--- src/hdl/rks_pkg.sv ---
// Shared types and constants for the range k-th smallest persistent tree unit.
`default_nettype none
package rks_pkg;

  typedef enum logic [1:0] {
    ST_OK        = 2'd0,
    ST_BAD_QUERY = 2'd1,
    ST_FULL      = 2'd2
  } status_t;

  localparam logic FUNC_APPEND = 1'b0;
  localparam logic FUNC_QUERY  = 1'b1;

  typedef enum logic [3:0] {
    S_IDLE,
    S_CHECK,
    S_AP_ROOT,
    S_AP_RD,
    S_AP_WR,
    S_AP_LEAF,
    S_Q_ROOTA,
    S_Q_ROOTB,
    S_Q_RDNODE,
    S_Q_RDKID,
    S_Q_STEP,
    S_DONE
  } state_t;

  // controller -> datapath
  typedef struct packed {
    logic load;
    logic check;
    logic ap_root;
    logic ap_rd;
    logic ap_wr;
    logic ap_leaf;
    logic q_roota;
    logic q_rootb;
    logic q_rdnode;
    logic q_rdkid;
    logic q_step;
    logic finish;
  } cmd_t;

  // datapath -> controller
  typedef struct packed {
    logic is_query;
    logic bad;
    logic last_level;
    logic leaf;        // append walk has passed the last value bit
  } sts_t;

endpackage
`default_nettype wire

--- src/hdl/rks_ctrl.sv ---
// Controller state machine sequencing appends and queries.
`default_nettype none
module rks_ctrl (
  input  wire logic          clk,
  input  wire logic          rst_n,
  input  wire logic          in_fire,
  input  wire logic          out_busy,
  input  wire rks_pkg::sts_t sts,
  output rks_pkg::cmd_t      cmd,
  output logic               idle
);
  rks_pkg::state_t state_r, state_nxt;

  always_ff @(posedge clk) begin
    if (!rst_n) state_r <= rks_pkg::S_IDLE;
    else        state_r <= state_nxt;
  end

  always_comb begin
    state_nxt = state_r;
    cmd = '0;
    idle = 1'b0;
    unique case (state_r)
      rks_pkg::S_IDLE: begin
        idle = 1'b1;
        if (in_fire) begin
          cmd.load = 1'b1;
          state_nxt = rks_pkg::S_CHECK;
        end
      end
      rks_pkg::S_CHECK: begin
        cmd.check = 1'b1;
        if (sts.bad) state_nxt = rks_pkg::S_DONE;
        else if (sts.is_query) state_nxt = rks_pkg::S_Q_ROOTA;
        else state_nxt = rks_pkg::S_AP_ROOT;
      end
      rks_pkg::S_AP_ROOT: begin
        cmd.ap_root = 1'b1;
        state_nxt = rks_pkg::S_AP_RD;
      end
      rks_pkg::S_AP_RD: begin
        // one extra read after the last level fetches the old leaf tally
        cmd.ap_rd = 1'b1;
        state_nxt = sts.leaf ? rks_pkg::S_AP_LEAF : rks_pkg::S_AP_WR;
      end
      rks_pkg::S_AP_WR: begin
        cmd.ap_wr = 1'b1;
        state_nxt = rks_pkg::S_AP_RD;
      end
      rks_pkg::S_AP_LEAF: begin
        cmd.ap_leaf = 1'b1;
        state_nxt = rks_pkg::S_DONE;
      end
      rks_pkg::S_Q_ROOTA: begin
        cmd.q_roota = 1'b1;
        state_nxt = rks_pkg::S_Q_ROOTB;
      end
      rks_pkg::S_Q_ROOTB: begin
        cmd.q_rootb = 1'b1;
        state_nxt = rks_pkg::S_Q_RDNODE;
      end
      rks_pkg::S_Q_RDNODE: begin
        cmd.q_rdnode = 1'b1;
        state_nxt = rks_pkg::S_Q_RDKID;
      end
      rks_pkg::S_Q_RDKID: begin
        cmd.q_rdkid = 1'b1;
        state_nxt = rks_pkg::S_Q_STEP;
      end
      rks_pkg::S_Q_STEP: begin
        cmd.q_step = 1'b1;
        state_nxt = sts.last_level ? rks_pkg::S_DONE : rks_pkg::S_Q_RDNODE;
      end
      rks_pkg::S_DONE: begin
        if (!out_busy) begin
          cmd.finish = 1'b1;
          state_nxt = rks_pkg::S_IDLE;
        end
      end
      default: state_nxt = rks_pkg::S_IDLE;
    endcase
  end
endmodule
`default_nettype wire

--- config.mk ---
export PLATFORM = sky130hd
export DESIGN_NAME = rks_ctrl
export DESIGN_NICKNAME = d
export VERILOG_FILES = /design/src/hdl/rks_pkg.sv /design/src/hdl/rks_ctrl.sv
export SDC_FILE = /design/constraint.sdc
export NUM_CORES = 1
export LEC_CHECK = 0
export ABC_CLOCK_PERIOD_IN_PS = 3310
export BUFFER_PORTS_ARGS = -buffer_cell sky130_fd_sc_hd__buf_2
export CAP_MARGIN = 15
export CELL_PAD_IN_SITES_DETAIL_PLACEMENT = 0
export CELL_PAD_IN_SITES_GLOBAL_PLACEMENT = 1
export CORE_MARGIN = 1.5
export CORE_UTILIZATION = 28
export DETAILED_ROUTE_END_ITERATION = 8
export PLACE_DENSITY_LB_ADDON = 0.1
export SYNTH_ARGS = -nofsm -noshare
export SYNTH_HDL_FRONTEND = slang
export SYNTH_SLANG_ARGS = --single-unit
export TNS_END_PERCENT = 50
--- constraint.sdc ---
create_clock -name clk -period 3.31 [get_ports clk]
set_input_delay 0.8275 -clock clk [delete_from_list [all_inputs] [get_ports clk]]
set_output_delay 0.8275 -clock clk [all_outputs]
set_load 0.01 [all_outputs]
==> After elaboration in Yosys (flattened, before gate mapping) <==
Index checks and enable logic that the tools add are counted.
{ "word_totals": {"reg_bits": 4, "in_bits": 8, "out_inout_bits": 13, "word_cells": 39} }
{ "op_classes": {"n_eq_ne": 13, "n_mux": 22, "reduce_logical": 3} }
{ "ops": {"columns": ["operator", "count"], "rows": [
  ["$pmux W4 S11", 1],
  ["$eq A4 B3 Y1 const B", 4],
  ["$eq A4 B4 Y1 const B", 4],
  ["$mux W1", 16],
  ["$mux W4", 3],
  ["$eq A4 B2 Y1 const B", 2],
  ["$eq A4 B1 Y1 const B", 1],
  ["$logic_not A4 Y1", 1],
  ["$ne A2 B2 Y1 const B", 2],
  ["$mux W3", 1],
  ["$mux W2", 1],
  ["$reduce_and A2 Y1", 1],
  ["$reduce_or A2 Y1", 1]
]} }

==> Logic depth before layout (Yosys ltp) <==
{ "depth": {"word_depth": 3, "depth_mapped": 5, "ltp_nobuf": 4} }

==> Worst setup path before layout <==
Ideal clock, no wire load.
{ "synth_path": {"path_type": "input to output", "startpoint": "in out_busy", "endpoint": "out cmd[0] (netlist bit)", "arrival_ns": 1.129, "required_time_ns": 2.483, "path_slack_ns": 1.354, "cell_stages": 1, "n_path_buf": 0, "path_cell_list": "nor3_1"} }
{ "synth_between": {"elab_chain_cells": 2} }
{ "synth_rtl": {"columns": ["element", "line_no", "text"], "rows": [
  ["from (decl)", "rks_ctrl.sv:7", "input wire logic out_busy,"],
  ["$mux W1", "rks_ctrl.sv:75", "if (!out_busy) begin"],
  ["$mux W1", "rks_ctrl.sv:23", "unique case (state_r)"],
  ["to (decl)", "rks_ctrl.sv:9", "output rks_pkg::cmd_t cmd,"]
]} }
No other way between the ends.

==> results.sh <==
export IMPL_port_buffers=20
export IMPL_cts_resized=0
export IMPL_finClkSkew_ps=3.04
export IMPL_clockBufferDepth=2
export IMPL_synthCells=57
export IMPL_globalRoute_totalOverflow=0
export IMPL_p_leak_uw=0.000236
export IMPL_max_freq_mhz=417
export IMPL_power_switching_uw=184
export IMPL_core_mm2=0.00117
export IMPL_yosysUniqueCellTypes=24
export IMPL_clk_latency_ps=230
export IMPL_r2r_slack_ps=1860
export IMPL_yosys_warnings=0
export IMPL_rsz0062_at_grt="no"
export IMPL_gp_congestion=0.672
export IMPL_ctsHoldBuffers=0
export IMPL_critPathRequiredTime_ps=2480
export IMPL_finalNonFillerCells=90
export IMPL_min_period_ps=2400
export IMPL_hold_viol_final=0
export IMPL_relSlewSlack_pct=67.4
export IMPL_drive_above_1_share_pct=35.5
export IMPL_viasPerCell=4.73
export IMPL_yosysTopAreaCellShare_pct=21.5
export IMPL_maxSlewViolCount=0
export IMPL_die_area_mm2=0.00156
export IMPL_vias=426
export IMPL_p_per_area_mw_per_mm2=786
export IMPL_drtPass1Iterations=4
export IMPL_hold_path_class="reg -> reg"
export IMPL_critical_path_startpoint_type="flop"
export IMPL_synth_avg_cell_area_um2=6.54
export IMPL_crit_type="reg -> out"
export IMPL_cts_root_buf="clkbuf_4"
export IMPL_power_frac_seq_pct=32.2
export IMPL_area_growth_pct=31.5
export IMPL_combinationalPowerShare_pct=52.2
export IMPL_io_pins=21
export IMPL_grt_max_degree=16
export IMPL_place_inst=87
export IMPL_worstReg2RegEnd="state_r[2]"
export IMPL_dp_hpwl_um=676
export IMPL_regToRegStartpoint="state_r[0]"
export IMPL_layout_common_cells="buf_2 (20), nand2_1 (8), nor3_1 (7)"
export IMPL_ys_seq_elements=4
export IMPL_numCtsBuffers=3
export IMPL_fillers=144
export IMPL_area_sequential_um2=80.1
export IMPL_max_cap_violations=0
export IMPL_peakVddDrop_mv=0.351
export IMPL_yosys_top_cells_area="dfxtp_1 (21%), nor3_1 (9.4%), nand2b_1 (8.4%)"
export IMPL_wl_um=923
export IMPL_pwr_share_clk_pct=15.6
export IMPL_wl_met3_um=26
export IMPL_setup_viol=0
export IMPL_antenna_found_initial=0
export IMPL_outcome="finished clean"
export IMPL_die_y_um=39.5
export IMPL_fp_dieW_um=39.5
export IMPL_cp_max_fo=15
export IMPL_met2_wirelength_um=424
export IMPL_regMostFlops="state_r"
export IMPL_drc=0
export IMPL_clk_pin_slew_worst_paths_ps=40
export IMPL_grt_pass1_vias=319
export IMPL_largest_reg_flops=4
export IMPL_fin_crit_sh_pct=72.4
export IMPL_synth_area_leader_cell="dfxtp_1"
export IMPL_antenna_left=0
export IMPL_h_tree_depth=1
export IMPL_routed_top_layer="met3"
export IMPL_endpoint_kind="primary output"
export IMPL_wl_per_cell_um=10.3
export IMPL_met1_length_um=472
export IMPL_ys_seq_area_share_pct=21.5
export IMPL_endpoint="cmd[11]"
export IMPL_hold_worst_slack_ps=663
export IMPL_cts_sinks=4
export IMPL_fin_tns_setup_ps=0
export IMPL_reg2regPathDepth=4
export IMPL_grt_usage_pct=12.9
export IMPL_mappedNetlistArea_um2=373
export IMPL_cts_tree="done"
export IMPL_layout_commonest_cell="buf_2"
export IMPL_multi_input_area_um2=259
export IMPL_p_sw_share_pct=47.6
export IMPL_grt_pass1_wl_um=1370
export IMPL_nNetsFinal=86
export IMPL_cp_arrival_ps=1570
export IMPL_cts_setup_buffers=0
export IMPL_tightest_slew_ps=489
export IMPL_syn_num_nets=65
export IMPL_drt_initial_drc_count=3
export IMPL_largestRegisters="state_r: 4 flops"
export IMPL_antenna_cells=0
export IMPL_start_util_pct=31.8
export IMPL_rows=12
export IMPL_startpoint="state_r[1]"
export IMPL_p_int_uw=202
[area by class of cell]
| cell class | instances | area share (%) |
|---|---|---|
| Tap cell | 14 | 3.57 |
| Multi-Input combinational cell | 46 | 52.8 |
| Inverter | 3 | 2.30 |
| Sequential cell | 4 | 16.3 |
| Clock buffer | 3 | 4.59 |
| Timing Repair Buffer | 20 | 20.4 |
[worst max-delay path, cell delays in order, from the launching register on]
cell,delay (ps)
dfxtp_1,440
or4_4,600
inv_2,60
and2_1,110
buf_2,120
[cell families (layout without fill, tap and decap cells)]
logic type,after synthesis,count (layout),share of synthesized area [%]
buf+inv,7,26,9.06
simple gates,33,33,45.3
flops,4,4,21.5
compound gates,12,12,21.5
mux,1,1,2.68
[worst min path at each step]
stage,start,to,slack (ps),cells after the start
CTS,state_r[1],state_r[3],660,1
global route,state_r[1],state_r[3],700,1
finish,state_r[1],state_r[3],660,1
detailed placement,state_r[1],state_r[3],650,1
global placement,state_r[1],state_r[3],650,1
floorplan,state_r[1],state_r[3],630,2
[power groups by stage]
stage,Combinational (µW),Clock (µW),Sequential (µW)
after floorplan,190,0,80.1
after global placement,205,0,125
after detailed placement,202,0,125
after CTS,203,62.7,124
after global routing,223,65.5,134
final,201,60.0,124
[cells in the mapped netlist]
master,n
buf_2,3
or2_0,1
a21boi_1,1
nand2_1,8
a31oi_1,1
nand2b_1,5
nor3b_1,2
a221oi_2,1
mux2i_1,1
nand3_1,1
inv_1,2
and2_1,1
o21ai_1,2
nor2b_1,1
o21ai_2,1
or4_4,1
dfxtp_1,4
nor3_1,7
nor2_1,6
a21oi_1,3
buf_4,1
inv_2,1
a211oi_1,1
o21ai_0,2
[stage by stage]
stage	setup WS (ps)	cell area [µm²]	util (%)	total power [µW]
2_1_floorplan	1350	373	-	270
3_3_place_gp	1180	468	40.0	329
3_5_place_dp	1160	468	40.0	328
4_1_cts	905	490	41.9	389
5_1_grt	834	490	41.9	423
6_report	913	490	41.9	386
[metal layers]
layer / track usage (%) / up-vias
li1: - / 234
met1: 17.2 / 185
met2: 20.5 / 7
met3: 5.11 / 0
met4: 0 / 0
met5: 0 / -
Power figures use the tool's default switching activity.
